$ cat config.mk
export PLATFORM = sky130hd
export DESIGN_NAME = planar_odometry_integrator_flat
export DESIGN_NICKNAME = d
export VERILOG_FILES = /design/src/poi_pkg.sv /design/src/poi_ifs.sv /design/src/planar_odometry_integrator.sv /design/src/poi_cordic.sv /design/src/poi_mac.sv /design/src/flat_wrapper.sv
export VERILOG_INCLUDE_DIRS = /design/src /design/src/src
export SDC_FILE = /design/constraint.sdc
export NUM_CORES = 2
export LEC_CHECK = 0
export ABC_AREA = 0
export BUFFER_PORTS_ARGS = -buffer_cell sky130_fd_sc_hd__buf_2
export CAP_MARGIN = 20
export CORE_ASPECT_RATIO = 1.1
export CORE_MARGIN = 3
export CORE_UTILIZATION = 35
export DETAILED_ROUTE_END_ITERATION = 12
export SLEW_MARGIN = 20
export SYNTH_ARGS = -nofsm -noshare
export SYNTH_HDL_FRONTEND = slang
export SYNTH_HIERARCHICAL = 1
export SYNTH_SLANG_ARGS = --single-unit
$ cat constraint.sdc
create_clock -name clk -period 13.43 [get_ports clk]
set_input_delay 2.0145 -clock clk [delete_from_list [all_inputs] [get_ports clk]]
set_output_delay 2.0145 -clock clk [all_outputs]
set_load 0.01 [all_outputs]
$ cat src/planar_odometry_integrator_assert.svh
// Assertion macros shared by the odometry integrator RTL.
`ifndef PLANAR_ODOMETRY_INTEGRATOR_ASSERT_SVH
`define PLANAR_ODOMETRY_INTEGRATOR_ASSERT_SVH

// Same-cycle implication, sampled on clk and switched off during reset.
`define POI_ASSERT_IMP(label, pre, post, msg) \
  label: assert property (@(posedge clk) disable iff (!rst_n) (pre) |-> (post)) \
    else $error(msg);

// Next-cycle implication, sampled on clk and switched off during reset.
`define POI_ASSERT_NXT(label, pre, post, msg) \
  label: assert property (@(posedge clk) disable iff (!rst_n) (pre) |=> (post)) \
    else $error(msg);

`endif

$ cat src/poi_pkg.sv
// Package with the types, constants and helper functions of the odometry integrator.
`timescale 1ns / 1ps
`default_nettype none

package poi_pkg;

  // Field and datapath widths.
  localparam int SPEED_W    = 16;
  localparam int DT_W       = 16;
  localparam int POS_W      = 32;
  localparam int ANG_W      = 32;
  localparam int QUAT_W     = 16;
  localparam int TRIG_W     = 32;
  localparam int MUL_A_W    = 32;
  localparam int MUL_B_W    = 17;
  localparam int PROD_W     = MUL_A_W + MUL_B_W;
  localparam int ACC_W      = 66;
  localparam int PART_SHIFT = 16;

  // CORDIC configuration.
  localparam int CORDIC_STEPS_DEF = 16;
  localparam int ATAN_LEN         = 24;
  localparam int ATAN_IDX_W       = 5;

  // Fixed-point constants.
  localparam logic signed [TRIG_W-1:0] INV_GAIN_Q30   = 32'sd652032875;
  localparam logic        [31:0]       RAD_TO_BAM_Q30 = 32'hA2F9_836E;
  localparam logic        [ANG_W-1:0]  OCTANT_OFFSET  = 32'h2000_0000;
  localparam int POS_FRAC_SHIFT  = 42;
  localparam int HEAD_FRAC_SHIFT = 30;
  localparam logic signed [QUAT_W-1:0] QUAT_MAX = 16'sd16384;
  localparam logic signed [QUAT_W-1:0] QUAT_MIN = -16'sd16384;

  // Sequencer states.
  typedef enum logic [4:0] {
    ST_IDLE,
    ST_TRAVEL,
    ST_TURN,
    ST_TSAVE,
    ST_HLO,
    ST_HHI,
    ST_HSUM,
    ST_HUPD,
    ST_WAITC1,
    ST_XLO,
    ST_XHI,
    ST_XSUM,
    ST_XUPD,
    ST_YHI,
    ST_YSUM,
    ST_YUPD,
    ST_WAITC2,
    ST_OUT
  } poi_state_t;

  // Commands to the CORDIC rotator.
  typedef struct packed {
    logic             start;
    logic [ANG_W-1:0] angle;
  } cordic_ctrl_t;

  // Status returned by the CORDIC rotator.
  typedef struct packed {
    logic busy;
    logic done;
  } cordic_status_t;

  // Commands to the multiply-accumulate unit.
  typedef struct packed {
    logic acc_load;
    logic acc_add;
  } mac_ctrl_t;

  // Arctangent of 2^-i as a binary angle.
  function automatic logic signed [TRIG_W-1:0] atan_bam(input logic [ATAN_IDX_W-1:0] idx);
    logic signed [TRIG_W-1:0] val;
    case (idx)
      5'd0:    val = 32'sh2000_0000;
      5'd1:    val = 32'sh12E4_051E;
      5'd2:    val = 32'sh09FB_385B;
      5'd3:    val = 32'sh0511_11D4;
      5'd4:    val = 32'sh028B_0D43;
      5'd5:    val = 32'sh0145_D7E1;
      5'd6:    val = 32'sh00A2_F61E;
      5'd7:    val = 32'sh0051_7C55;
      5'd8:    val = 32'sh0028_BE53;
      5'd9:    val = 32'sh0014_5F2F;
      5'd10:   val = 32'sh000A_2F98;
      5'd11:   val = 32'sh0005_17CC;
      5'd12:   val = 32'sh0002_8BE6;
      5'd13:   val = 32'sh0001_45F3;
      5'd14:   val = 32'sh0000_A2FA;
      5'd15:   val = 32'sh0000_517D;
      5'd16:   val = 32'sh0000_28BE;
      5'd17:   val = 32'sh0000_145F;
      5'd18:   val = 32'sh0000_0A30;
      5'd19:   val = 32'sh0000_0518;
      5'd20:   val = 32'sh0000_028C;
      5'd21:   val = 32'sh0000_0146;
      5'd22:   val = 32'sh0000_00A3;
      5'd23:   val = 32'sh0000_0051;
      default: val = '0;
    endcase
    return val;
  endfunction

  // Round a Q2.30 value to Q1.14, half up, and clamp it to plus or minus one.
  function automatic logic signed [QUAT_W-1:0] to_q14(input logic signed [TRIG_W-1:0] v);
    logic signed [TRIG_W:0]    biased;
    logic signed [TRIG_W-16:0] r;
    biased = (TRIG_W+1)'(v) + 33'sd32768;
    r = biased[TRIG_W:16];
    if (r > 17'sd16384) begin
      return QUAT_MAX;
    end else if (r < -17'sd16384) begin
      return QUAT_MIN;
    end
    return r[QUAT_W-1:0];
  endfunction

endpackage

`default_nettype wire

$ cat src/poi_ifs.sv
// Valid/ready stream interfaces for the input and result channels.
`timescale 1ns / 1ps
`default_nettype none

interface poi_in_if import poi_pkg::*; ();
  logic                      valid;
  logic                      ready;
  logic signed [SPEED_W-1:0] linear_speed;
  logic signed [SPEED_W-1:0] turn_rate;
  logic        [DT_W-1:0]    time_step;

  modport source (output valid, linear_speed, turn_rate, time_step, input ready);
  modport sink   (input valid, linear_speed, turn_rate, time_step, output ready);
endinterface

interface poi_out_if import poi_pkg::*; ();
  logic                      valid;
  logic                      ready;
  logic signed [POS_W-1:0]   pos_x;
  logic signed [POS_W-1:0]   pos_y;
  logic        [ANG_W-1:0]   heading_angle;
  logic signed [QUAT_W-1:0]  quat_z;
  logic signed [QUAT_W-1:0]  quat_w;
  logic signed [SPEED_W-1:0] speed_echo;
  logic signed [SPEED_W-1:0] rate_echo;

  modport source (output valid, pos_x, pos_y, heading_angle, quat_z, quat_w, speed_echo,
                  rate_echo, input ready);
  modport sink   (input valid, pos_x, pos_y, heading_angle, quat_z, quat_w, speed_echo,
                  rate_echo, output ready);
endinterface

`default_nettype wire

$ cat src/planar_odometry_integrator.sv
// Top level of the dead-reckoning odometry integrator: sequencer, pose state and result register.
`timescale 1ns / 1ps
`default_nettype none

// Each accepted transaction advances the pose by v*cos(heading)*dt and v*sin(heading)*dt with
// the heading from before the update, then adds omega*dt to the heading, and returns one result
// transaction with the new pose, the yaw quaternion and both speeds echoed. One transaction
// occupies the block through two passes through the single iterative CORDIC rotator: one for
// the old heading and one for half the new heading. The input is not ready during that time.
// A finished result sits in an output register, so the next transaction is taken while the
// previous result still waits. Positions saturate at the 32-bit signed limits and the heading
// wraps at one full turn.

`include "planar_odometry_integrator_assert.svh"

module planar_odometry_integrator import poi_pkg::*; #(
  parameter int CORDIC_STEPS = CORDIC_STEPS_DEF
) (
  input  logic      clk,
  input  logic      rst_n,
  poi_in_if.sink    in_chan,
  poi_out_if.source out_chan
);

  poi_state_t state_r;
  poi_state_t state_nxt;

  logic signed [SPEED_W-1:0] v_r;
  logic signed [SPEED_W-1:0] w_r;
  logic        [DT_W-1:0]    dt_r;
  logic signed [MUL_A_W-1:0] travel_r;
  logic signed [MUL_A_W-1:0] turn_r;
  logic signed [TRIG_W-1:0]  c_r;
  logic signed [TRIG_W-1:0]  s_r;
  logic signed [POS_W-1:0]   x_r;
  logic signed [POS_W-1:0]   y_r;
  logic        [ANG_W-1:0]   heading_r;

  logic                      out_valid_r;
  logic signed [POS_W-1:0]   out_x_r;
  logic signed [POS_W-1:0]   out_y_r;
  logic        [ANG_W-1:0]   out_heading_r;
  logic signed [QUAT_W-1:0]  out_qz_r;
  logic signed [QUAT_W-1:0]  out_qw_r;
  logic signed [SPEED_W-1:0] out_speed_r;
  logic signed [SPEED_W-1:0] out_rate_r;

  logic                      accept;
  logic                      out_load;
  logic                      out_blocked;
  cordic_ctrl_t              cordic_ctrl;
  cordic_status_t            cordic_st;
  logic signed [TRIG_W-1:0]  cordic_cos;
  logic signed [TRIG_W-1:0]  cordic_sin;
  mac_ctrl_t                 mac_ctrl;
  logic signed [MUL_A_W-1:0] op_a;
  logic signed [MUL_B_W-1:0] op_b;
  logic signed [PROD_W-1:0]  prod;
  logic signed [ACC_W-1:0]   acc;

  logic signed [ACC_W-1:0]                  acc_rnd_pos;
  logic signed [ACC_W-1:0]                  acc_rnd_head;
  logic signed [ACC_W-POS_FRAC_SHIFT-1:0]   delta_pos;
  logic        [ANG_W-1:0]                  delta_head;
  logic signed [POS_W-1:0]                  pos_base;
  logic signed [POS_W+1:0]                  pos_sum;
  logic signed [POS_W-1:0]                  pos_sat;

  assign in_chan.ready = (state_r == ST_IDLE);
  assign accept        = in_chan.valid && in_chan.ready;
  assign out_load      = (state_r == ST_OUT) && (!out_valid_r || out_chan.ready);
  assign out_blocked   = (state_r == ST_OUT) && out_valid_r && !out_chan.ready;

  // Shared rotator for both trigonometric evaluations.
  poi_cordic #(
    .CORDIC_STEPS (CORDIC_STEPS)
  ) u_cordic (
    .clk     (clk),
    .rst_n   (rst_n),
    .ctrl    (cordic_ctrl),
    .status  (cordic_st),
    .cos_out (cordic_cos),
    .sin_out (cordic_sin)
  );

  // Shared multiplier for every product of the update.
  poi_mac u_mac (
    .clk  (clk),
    .ctrl (mac_ctrl),
    .op_a (op_a),
    .op_b (op_b),
    .prod (prod),
    .acc  (acc)
  );

  // Rounding of the accumulated products and the saturating position update.
  assign acc_rnd_pos  = acc + (ACC_W'(1) <<< (POS_FRAC_SHIFT - 1));
  assign acc_rnd_head = acc + (ACC_W'(1) <<< (HEAD_FRAC_SHIFT - 1));
  assign delta_pos    = acc_rnd_pos[ACC_W-1:POS_FRAC_SHIFT];
  assign delta_head   = acc_rnd_head[HEAD_FRAC_SHIFT+ANG_W-1:HEAD_FRAC_SHIFT];
  assign pos_base     = (state_r == ST_XUPD) ? x_r : y_r;
  assign pos_sum      = (POS_W+2)'(pos_base) + (POS_W+2)'(delta_pos);

  always_comb begin
    if (pos_sum[POS_W+1:POS_W-1] == 3'b000 || pos_sum[POS_W+1:POS_W-1] == 3'b111) begin
      pos_sat = pos_sum[POS_W-1:0];
    end else if (pos_sum[POS_W+1]) begin
      pos_sat = {1'b1, {(POS_W-1){1'b0}}};
    end else begin
      pos_sat = {1'b0, {(POS_W-1){1'b1}}};
    end
  end

  // State register.
  always_ff @(posedge clk) begin
    if (!rst_n) begin
      state_r <= ST_IDLE;
    end else begin
      state_r <= state_nxt;
    end
  end

  // Next state, operand selection and unit commands.
  always_comb begin
    state_nxt         = state_r;
    cordic_ctrl.start = 1'b0;
    cordic_ctrl.angle = heading_r;
    mac_ctrl.acc_load = 1'b0;
    mac_ctrl.acc_add  = 1'b0;
    op_a              = travel_r;
    op_b              = '0;
    case (state_r)
      ST_IDLE: begin
        if (accept) begin
          cordic_ctrl.start = 1'b1;
          state_nxt         = ST_TRAVEL;
        end
      end
      ST_TRAVEL: begin
        op_a      = MUL_A_W'(v_r);
        op_b      = {1'b0, dt_r};
        state_nxt = ST_TURN;
      end
      ST_TURN: begin
        op_a      = MUL_A_W'(w_r);
        op_b      = {1'b0, dt_r};
        state_nxt = ST_TSAVE;
      end
      ST_TSAVE: begin
        state_nxt = ST_HLO;
      end
      ST_HLO: begin
        op_a      = turn_r;
        op_b      = {1'b0, RAD_TO_BAM_Q30[15:0]};
        state_nxt = ST_HHI;
      end
      ST_HHI: begin
        op_a              = turn_r;
        op_b              = {1'b0, RAD_TO_BAM_Q30[31:16]};
        mac_ctrl.acc_load = 1'b1;
        state_nxt         = ST_HSUM;
      end
      ST_HSUM: begin
        mac_ctrl.acc_add = 1'b1;
        state_nxt        = ST_HUPD;
      end
      ST_HUPD: begin
        state_nxt = ST_WAITC1;
      end
      ST_WAITC1: begin
        if (!cordic_st.busy) begin
          state_nxt = ST_XLO;
        end
      end
      ST_XLO: begin
        cordic_ctrl.start = 1'b1;
        cordic_ctrl.angle = heading_r >> 1;
        op_b              = {1'b0, c_r[15:0]};
        state_nxt         = ST_XHI;
      end
      ST_XHI: begin
        op_b              = {c_r[TRIG_W-1], c_r[TRIG_W-1:16]};
        mac_ctrl.acc_load = 1'b1;
        state_nxt         = ST_XSUM;
      end
      ST_XSUM: begin
        mac_ctrl.acc_add = 1'b1;
        state_nxt        = ST_XUPD;
      end
      ST_XUPD: begin
        op_b      = {1'b0, s_r[15:0]};
        state_nxt = ST_YHI;
      end
      ST_YHI: begin
        op_b              = {s_r[TRIG_W-1], s_r[TRIG_W-1:16]};
        mac_ctrl.acc_load = 1'b1;
        state_nxt         = ST_YSUM;
      end
      ST_YSUM: begin
        mac_ctrl.acc_add = 1'b1;
        state_nxt        = ST_YUPD;
      end
      ST_YUPD: begin
        state_nxt = ST_WAITC2;
      end
      ST_WAITC2: begin
        if (!cordic_st.busy) begin
          state_nxt = ST_OUT;
        end
      end
      ST_OUT: begin
        if (out_load) begin
          state_nxt = ST_IDLE;
        end
      end
      default: begin
        state_nxt = ST_IDLE;
      end
    endcase
  end

  // Pose state and working registers.
  always_ff @(posedge clk) begin
    if (!rst_n) begin
      x_r       <= '0;
      y_r       <= '0;
      heading_r <= '0;
    end else begin
      if (accept) begin
        v_r  <= in_chan.linear_speed;
        w_r  <= in_chan.turn_rate;
        dt_r <= in_chan.time_step;
      end
      if (state_r == ST_TURN) begin
        travel_r <= prod[MUL_A_W-1:0];
      end
      if (state_r == ST_TSAVE) begin
        turn_r <= prod[MUL_A_W-1:0];
      end
      if (state_r == ST_HUPD) begin
        heading_r <= heading_r + delta_head;
      end
      if (state_r == ST_WAITC1 && !cordic_st.busy) begin
        c_r <= cordic_cos;
        s_r <= cordic_sin;
      end
      if (state_r == ST_XUPD) begin
        x_r <= pos_sat;
      end
      if (state_r == ST_YUPD) begin
        y_r <= pos_sat;
      end
    end
  end

  // Result register: loaded once the previous result has been taken.
  always_ff @(posedge clk) begin
    if (!rst_n) begin
      out_valid_r <= 1'b0;
    end else begin
      if (out_load) begin
        out_valid_r   <= 1'b1;
        out_x_r       <= x_r;
        out_y_r       <= y_r;
        out_heading_r <= heading_r;
        out_qz_r      <= to_q14(cordic_sin);
        out_qw_r      <= to_q14(cordic_cos);
        out_speed_r   <= v_r;
        out_rate_r    <= w_r;
      end else if (out_chan.ready) begin
        out_valid_r <= 1'b0;
      end
    end
  end

  assign out_chan.valid         = out_valid_r;
  assign out_chan.pos_x         = out_x_r;
  assign out_chan.pos_y         = out_y_r;
  assign out_chan.heading_angle = out_heading_r;
  assign out_chan.quat_z        = out_qz_r;
  assign out_chan.quat_w        = out_qw_r;
  assign out_chan.speed_echo    = out_speed_r;
  assign out_chan.rate_echo     = out_rate_r;

  // Checks on the sequencer and its use of the rotator.
  `POI_ASSERT_IMP(a_start_when_free, cordic_ctrl.start, !cordic_st.busy, "CORDIC start while busy")
  `POI_ASSERT_NXT(a_accept_starts, accept, cordic_st.busy, "Transaction did not start the CORDIC")
  `POI_ASSERT_IMP(a_done_not_busy, cordic_st.done, !cordic_st.busy, "CORDIC done while busy")
  `POI_ASSERT_NXT(a_heading_hold, state_r != ST_HUPD, $stable(heading_r), "Heading moved early")
  `POI_ASSERT_NXT(a_result_wait, out_blocked, state_r == ST_OUT, "Result overwritten")

endmodule

`default_nettype wire

$ cat src/poi_cordic.sv
// Iterative rotation-mode CORDIC giving cosine and sine of a binary angle in Q2.30.
`timescale 1ns / 1ps
`default_nettype none

module poi_cordic import poi_pkg::*; #(
  parameter int CORDIC_STEPS = CORDIC_STEPS_DEF
) (
  input  logic                     clk,
  input  logic                     rst_n,
  input  cordic_ctrl_t             ctrl,
  output cordic_status_t           status,
  output logic signed [TRIG_W-1:0] cos_out,
  output logic signed [TRIG_W-1:0] sin_out
);

  localparam int STEP_W = $clog2(CORDIC_STEPS);
  localparam logic [STEP_W-1:0] LAST_STEP = STEP_W'(CORDIC_STEPS - 1);

  logic                     busy_r;
  logic                     done_r;
  logic [STEP_W-1:0]        step_r;
  logic [1:0]               quad_r;
  logic signed [TRIG_W-1:0] x_r;
  logic signed [TRIG_W-1:0] y_r;
  logic signed [TRIG_W-1:0] z_r;

  logic [ANG_W-1:0]         biased_angle;
  logic [1:0]               quad_start;
  logic [ANG_W-1:0]         reduced_angle;
  logic signed [TRIG_W-1:0] x_shift;
  logic signed [TRIG_W-1:0] y_shift;
  logic signed [TRIG_W-1:0] atan_step;

  // Quadrant reduction of the start angle to the octant pair around zero.
  assign biased_angle  = ctrl.angle + OCTANT_OFFSET;
  assign quad_start    = biased_angle[ANG_W-1:ANG_W-2];
  assign reduced_angle = ctrl.angle - {quad_start, {(ANG_W-2){1'b0}}};

  // Shifted operands and the angle constant of the current iteration.
  assign x_shift   = x_r >>> step_r;
  assign y_shift   = y_r >>> step_r;
  assign atan_step = atan_bam(ATAN_IDX_W'(step_r));

  // Sequencing and the single micro-rotation.
  always_ff @(posedge clk) begin
    if (!rst_n) begin
      busy_r <= 1'b0;
      done_r <= 1'b0;
      step_r <= '0;
    end else begin
      done_r <= 1'b0;
      if (ctrl.start) begin
        busy_r <= 1'b1;
        step_r <= '0;
        quad_r <= quad_start;
        x_r    <= INV_GAIN_Q30;
        y_r    <= '0;
        z_r    <= reduced_angle;
      end else if (busy_r) begin
        if (!z_r[TRIG_W-1]) begin
          x_r <= x_r - y_shift;
          y_r <= y_r + x_shift;
          z_r <= z_r - atan_step;
        end else begin
          x_r <= x_r + y_shift;
          y_r <= y_r - x_shift;
          z_r <= z_r + atan_step;
        end
        if (step_r == LAST_STEP) begin
          busy_r <= 1'b0;
          done_r <= 1'b1;
        end else begin
          step_r <= step_r + 1'b1;
        end
      end
    end
  end

  // Quadrant rotation of the result.
  always_comb begin
    case (quad_r)
      2'd0: begin
        cos_out = x_r;
        sin_out = y_r;
      end
      2'd1: begin
        cos_out = -y_r;
        sin_out = x_r;
      end
      2'd2: begin
        cos_out = -x_r;
        sin_out = -y_r;
      end
      default: begin
        cos_out = y_r;
        sin_out = -x_r;
      end
    endcase
  end

  assign status.busy = busy_r;
  assign status.done = done_r;

endmodule

`default_nettype wire

$ cat src/poi_mac.sv
// Shared signed 32 x 17 multiplier with a registered product and a wide accumulator.
`timescale 1ns / 1ps
`default_nettype none

module poi_mac import poi_pkg::*; (
  input  logic                      clk,
  input  mac_ctrl_t                 ctrl,
  input  logic signed [MUL_A_W-1:0] op_a,
  input  logic signed [MUL_B_W-1:0] op_b,
  output logic signed [PROD_W-1:0]  prod,
  output logic signed [ACC_W-1:0]   acc
);

  logic signed [PROD_W-1:0] prod_r;
  logic signed [ACC_W-1:0]  acc_r;
  logic signed [ACC_W-1:0]  prod_ext;

  assign prod_ext = ACC_W'(prod_r);

  // The product is registered every cycle; the accumulator combines two partial products.
  always_ff @(posedge clk) begin
    prod_r <= op_a * op_b;
    if (ctrl.acc_load) begin
      acc_r <= prod_ext;
    end else if (ctrl.acc_add) begin
      acc_r <= acc_r + (prod_ext <<< PART_SHIFT);
    end
  end

  assign prod = prod_r;
  assign acc  = acc_r;

endmodule

`default_nettype wire
$ cat src/flat_wrapper.sv
// flat-port wrapper written by rule: the top's interface ports become plain ports
module planar_odometry_integrator_flat import poi_pkg::*;
#(
  parameter int CORDIC_STEPS = CORDIC_STEPS_DEF
)
  (clk, rst_n, in_chan_valid, in_chan_linear_speed, in_chan_turn_rate, in_chan_time_step, in_chan_ready, out_chan_valid, out_chan_pos_x, out_chan_pos_y, out_chan_heading_angle, out_chan_quat_z, out_chan_quat_w, out_chan_speed_echo, out_chan_rate_echo, out_chan_ready);
  poi_in_if in_chan_i ();
  poi_out_if out_chan_i ();
  input  logic clk;
  input  logic rst_n;
  input wire logic [$bits(in_chan_i.valid)-1:0] in_chan_valid;
  input wire logic [$bits(in_chan_i.linear_speed)-1:0] in_chan_linear_speed;
  input wire logic [$bits(in_chan_i.turn_rate)-1:0] in_chan_turn_rate;
  input wire logic [$bits(in_chan_i.time_step)-1:0] in_chan_time_step;
  output wire logic [$bits(in_chan_i.ready)-1:0] in_chan_ready;
  output wire logic [$bits(out_chan_i.valid)-1:0] out_chan_valid;
  output wire logic [$bits(out_chan_i.pos_x)-1:0] out_chan_pos_x;
  output wire logic [$bits(out_chan_i.pos_y)-1:0] out_chan_pos_y;
  output wire logic [$bits(out_chan_i.heading_angle)-1:0] out_chan_heading_angle;
  output wire logic [$bits(out_chan_i.quat_z)-1:0] out_chan_quat_z;
  output wire logic [$bits(out_chan_i.quat_w)-1:0] out_chan_quat_w;
  output wire logic [$bits(out_chan_i.speed_echo)-1:0] out_chan_speed_echo;
  output wire logic [$bits(out_chan_i.rate_echo)-1:0] out_chan_rate_echo;
  input wire logic [$bits(out_chan_i.ready)-1:0] out_chan_ready;
  assign in_chan_i.valid = in_chan_valid;
  assign in_chan_i.linear_speed = in_chan_linear_speed;
  assign in_chan_i.turn_rate = in_chan_turn_rate;
  assign in_chan_i.time_step = in_chan_time_step;
  assign in_chan_ready = in_chan_i.ready;
  assign out_chan_valid = out_chan_i.valid;
  assign out_chan_pos_x = out_chan_i.pos_x;
  assign out_chan_pos_y = out_chan_i.pos_y;
  assign out_chan_heading_angle = out_chan_i.heading_angle;
  assign out_chan_quat_z = out_chan_i.quat_z;
  assign out_chan_quat_w = out_chan_i.quat_w;
  assign out_chan_speed_echo = out_chan_i.speed_echo;
  assign out_chan_rate_echo = out_chan_i.rate_echo;
  assign out_chan_i.ready = out_chan_ready;
  planar_odometry_integrator #(.CORDIC_STEPS(CORDIC_STEPS)) u_core (.clk(clk), .rst_n(rst_n), .in_chan(in_chan_i), .out_chan(out_chan_i));
endmodule
Yosys cells after proc, flatten, opt, wreduce, memory -nomap -nowiden. Memory sizes are Yosys's and may differ from the RTL's. A register that Yosys moved wholly into a read port is not among the register bits. Cells that the tools add are included.

Memories kept: 1. Bits in writable memories: 0. Bits in registers: 656. Input bits: 52. ROM bits: 480. Output and inout port bits: 162. Bits in latches: 0. Word-level logic and storage cells: 154.

Memories: (name not given) (words 16, width 30, rd ports 1, clocked after memory_dff 1, wr ports 0, line poi_pkg.sv:77) `case (idx)`.

Multipliers: 1. Add/subtract/negate cells: 18. Eq/ne operators: 25. Shift-type cells: 2. Reduce and logical (&&, ||, !) cells: 27. Magnitude comparators: 4. Div/mod/pow operators: 0. Mux-type cells: 47. Bitwise operators: 2.

Operator list (number): $mux 32 (11); $pmux 32 s3 (3); $mux 66 (2); $add 32x32->32 (4); $sub 32x32->32 (4); $pmux 17 s7 (1); $mux 16 (6); $pmux 5 s18 (1); $add 32x17->33 const B (2); $add 66x43->66 const B (1); $add 66x65->66 (1); $neg 32->32 (2); $sshr 32x4->32 (2); $add 62x31->62 const B (1); $mul 32x17->49 (1); $eq 5x4->1 const B (8); $gt 17x16->1 const B (2); $lt 17x15->1 const B (2); $add 32x24->33 (1); $add 32x30->32 const B (1); $eq 5x3->1 const B (4); $mux 5 (4); $mux 1 (16); $reduce_and 2->1 (8); 23 further kinds (38).

Longest topological paths before layout.
Depth after elaboration: 9. Depth in mapped cells: 34. Gate-level depth less buffers: 30.

Cells and area by module. The synthesis kept the hierarchy.

By module, submodules not included: poi_mac (cells an instance 2748, seq. area each 2962.8 µm², area each 25097.8 µm², times used 1); planar_odometry_integrator (cells an instance 1888, seq. area each 12131.6 µm², area each 21302.9 µm², times used 1); poi_cordic (cells an instance 2131, seq. area each 3663.5 µm², area each 17719.5 µm², times used 1).

Worst setup path after synthesis. OpenSTA, ideal clock, no wires.

Path kind: input to register. Start point: input rst_n. End point: register u_core.out_heading_r[0] (netlist: u_core/out_chan.heading_angle[0]), enable pin. Library setup time: 0.681 ns. Path buffers: 2. Stages: 4. Data required time: 12.749 ns. Path slack: 3.503 ns. Data arrival time: 9.245 ns. Path through: clkbuf_1 > clkbuf_1 > nand2_1 > nor2_1.

Longest elaborated chain between the ends: 1.

RTL lines: start: declaration (line flat_wrapper.sv:10) `input logic rst_n;`; $reduce_and 2->1 (no source line); end signal: assignment (line planar_odometry_integrator.sv:265) `out_heading_r <= heading_r;`; end: declaration (line planar_odometry_integrator.sv:42) `logic [ANG_W-1:0] out_heading_r;`.

No other way between the ends. A chain may end at the register's enable or synchronous reset.

Worst setup path after layout.
Start point: register u_core.state_r[0]. End point: register u_core.u_mac.prod_r[47] (netlist: u_core/u_mac/prod[47]).

Longest elaborated chain between the ends: 4. Elaborated cells between the ends (all ways): 13. Those cells by class: mul: 1; eq/ne: 8; mux: 2; reduce/logical: 2.

RTL lines: start: declaration (line planar_odometry_integrator.sv:25) `poi_state_t state_r;`; start signal: assignment (line planar_odometry_integrator.sv:119) `state_r <= state_nxt;`; $eq 5x3->1 (line planar_odometry_integrator.sv:132) `case (state_r)`; $reduce_or 2->1 (no source line); $pmux 32 s3 * (line planar_odometry_integrator.sv:132); via u_core.op_a[11] (line planar_odometry_integrator.sv:56) `logic signed [MUL_A_W-1:0] op_a;`; $mul 32x17->49 * (line poi_mac.sv:22) `prod_r <= op_a * op_b;`; end signal: assignment (line poi_mac.sv:22); end: declaration (line poi_mac.sv:14) `logic signed [PROD_W-1:0] prod_r;`.

The timed path passes the listed nets; every way through them passes the cells marked *.

==> out/metrics.csv <==
metric,value,unit
worstPathRequired,14.05,ns
nNetsFinal,7664,
die_w,412.1,µm
netlist_area,63500,µm²
io_pins,214,
track_usage,19.45,%
syn_inst,6731,
die_y,452.8,µm
cts_resized,0,
grt_util_met2,33.27,%
cts-buffers-inserted,79,
finalSetupTns,0,ns
drive_gt1_share,10.58,%
antenna_left,0,
hold_viol,0,
largest_register_ffs,50,
hold_path.class,flip-flop to flip-flop,
utilization,38.61,%
max_slew_margin,23.58,%
firstDrtPassIters,6,
drc,0,
wl_per_cell,19.94,µm
gr-usage-met1,25.23,%
clock-sinks,670,
setup_violations,0,
cts_root_buf,clkbuf_16,
cts_tree,built,
grt_max_degree,89,
skew,0.03866,ns
post-cts-setup-buffers,0,
totalWireLength,183500,µm
dpl.cell_count,9048,
antenna_found_initial,2,
num_rows,163,
end_kind,flip-flop,
worst_setup_path_start_kind,flip-flop,
critPathKind,flip-flop to flip-flop,
fin_cells,9201,
met3_usage,3.100,%
clock.fmax,0.1007,GHz
status,"complete, no violations",
worstSkewPairLatency,0.70,ns
period_share,73.92,%
tightestPinTransition,1.136,ns
yosys_warnings,6,
drt_iter0_markers,3252,
start_util,35.30,%
vias,49170,
grt_pass1_vias,50040,
maxSlewViolCount,0,
grt.overflow.total,0,
avgSynthCellArea,9.435,µm²
dp_hpwl,140700,µm
port-buffer-count,213,
min_period,9.927,ns
vias_per_cell,5.343,
syn_nets,7656,
cellPowerDensity,251.5,nW/µm²
area_growth,9.353,%
arrival,10.55,ns
cts_hold_buf,0,
top_usage_layer,met2,
core_area,179900,µm²
htree_levels,3,
die_area,186600,µm²
cap_viol_max_count,0,
rsz0062_at_grt,false,
clk_pin_slew,0.06,ns
ir_drop,191.7,µV
cts_buffer_depth,3,
power_leakage,29.14,nW
critPathMaxFanout,37,
gp_congestion,0.9272,
grt_pass1_wl,286900,µm
[layer usage]
metal	share of wire [%]	vias to the layer above
li1	-	23200
met1	43	24430
met2	49	1268
met3	5.4	265
met4	2.8	4
met5	0.017	-
[power by group]
part	switching [mW]	total, mW	leakage (nW)	internal, mW
logic	7.01	11.9	21.9	4.86
registers	0.548	3.36	5.96	2.81
clock network	0.970	2.24	1.32	1.27
total	8.53	17.5	29.1	8.94
[through the flow]
step	setup WS [ns]	area, µm²	total power [mW]	hold WS [ns]
final	3.503	69440	17.47	0.4469
after detailed placement	3.625	66700	15.05	0.4379
after floorplan	3.503	63500	11.99	0.4194
after global placement	3.710	66690	14.99	0.4349
after global routing	2.967	69440	19.11	0.4655
after CTS	3.558	69390	17.50	0.4504
[path summary, 6_finish.rpt]
| kind | startpoint | endpoint | slack [ns] | depth (start not counted) |
|---|---|---|---|---|
| setup / recovery | u_core/state_r[0]$_SDFFE_PN0P_ | u_core/u_mac/prod[47]$_DFF_P_ | 3.50 | 27 |
| hold / removal | u_core/x_r[25]$_SDFFE_PN0P_ | u_core/out_chan.pos_x[25]$_DFFE_PP_ | 0.45 | 0 |
| setup reg to reg | u_core/state_r[0]$_SDFFE_PN0P_ | u_core/u_mac/prod[47]$_DFF_P_ | 3.50 | 27 |
| hold reg to reg | u_core/x_r[25]$_SDFFE_PN0P_ | u_core/out_chan.pos_x[25]$_DFFE_PP_ | 0.45 | 0 |
[cell type report]
type	count	area [µm²]
fill	17890	110400
timing repair buffer	275	1564
tap	2392	2993
antenna	3	7.507
inverter	626	2350
clock inverter	55	579.3
multi-input combinational	5087	41570
sequential	670	18270
clock buffer	93	2113
[critical path, cell delays in order (launching register included)]
cell	delay (ns)
dfxtp_1	0.65
nor2b_1	0.36
and3_1	0.86
or2_2	0.72
nor2_1	0.26
a222oi_1	0.34
nand2_1	0.53
and2_1	0.40
fa_1	0.50
inv_1	0.05
fa_1	0.47
fa_1	0.51
inv_1	0.05
fa_1	0.51
fa_1	0.50
inv_1	0.05
fa_1	0.48
inv_1	0.05
ha_1	0.35
and3_1	0.28
nand4_1	0.20
nor3_1	0.20
o211ai_1	0.20
and2_1	0.26
a21oi_1	0.39
a311oi_1	0.28
o21bai_1	0.22
xor2_1	0.15
[cells in the final DEF (no fill, tap or decap), drive strengths merged, types with 55 or more instances in the layout]
| master | instances |
|---|---|
| inv | 639 |
| mux2i | 94 |
| nor3 | 98 |
| nand3 | 168 |
| xnor2 | 250 |
| a21oi | 446 |
| nor2 | 430 |
| nand2b | 63 |
| mux4 | 66 |
| dfxtp | 186 |
| a21o | 135 |
| ha | 346 |
| fa | 527 |
| buf | 275 |
| o21ai | 370 |
| clkbuf | 93 |
| xor2 | 192 |
| and2 | 268 |
| nand2 | 778 |
| a31oi | 55 |
| mux2 | 115 |
| edfxtp | 484 |
No activity file was read; power rests on OpenSTA's default activity.
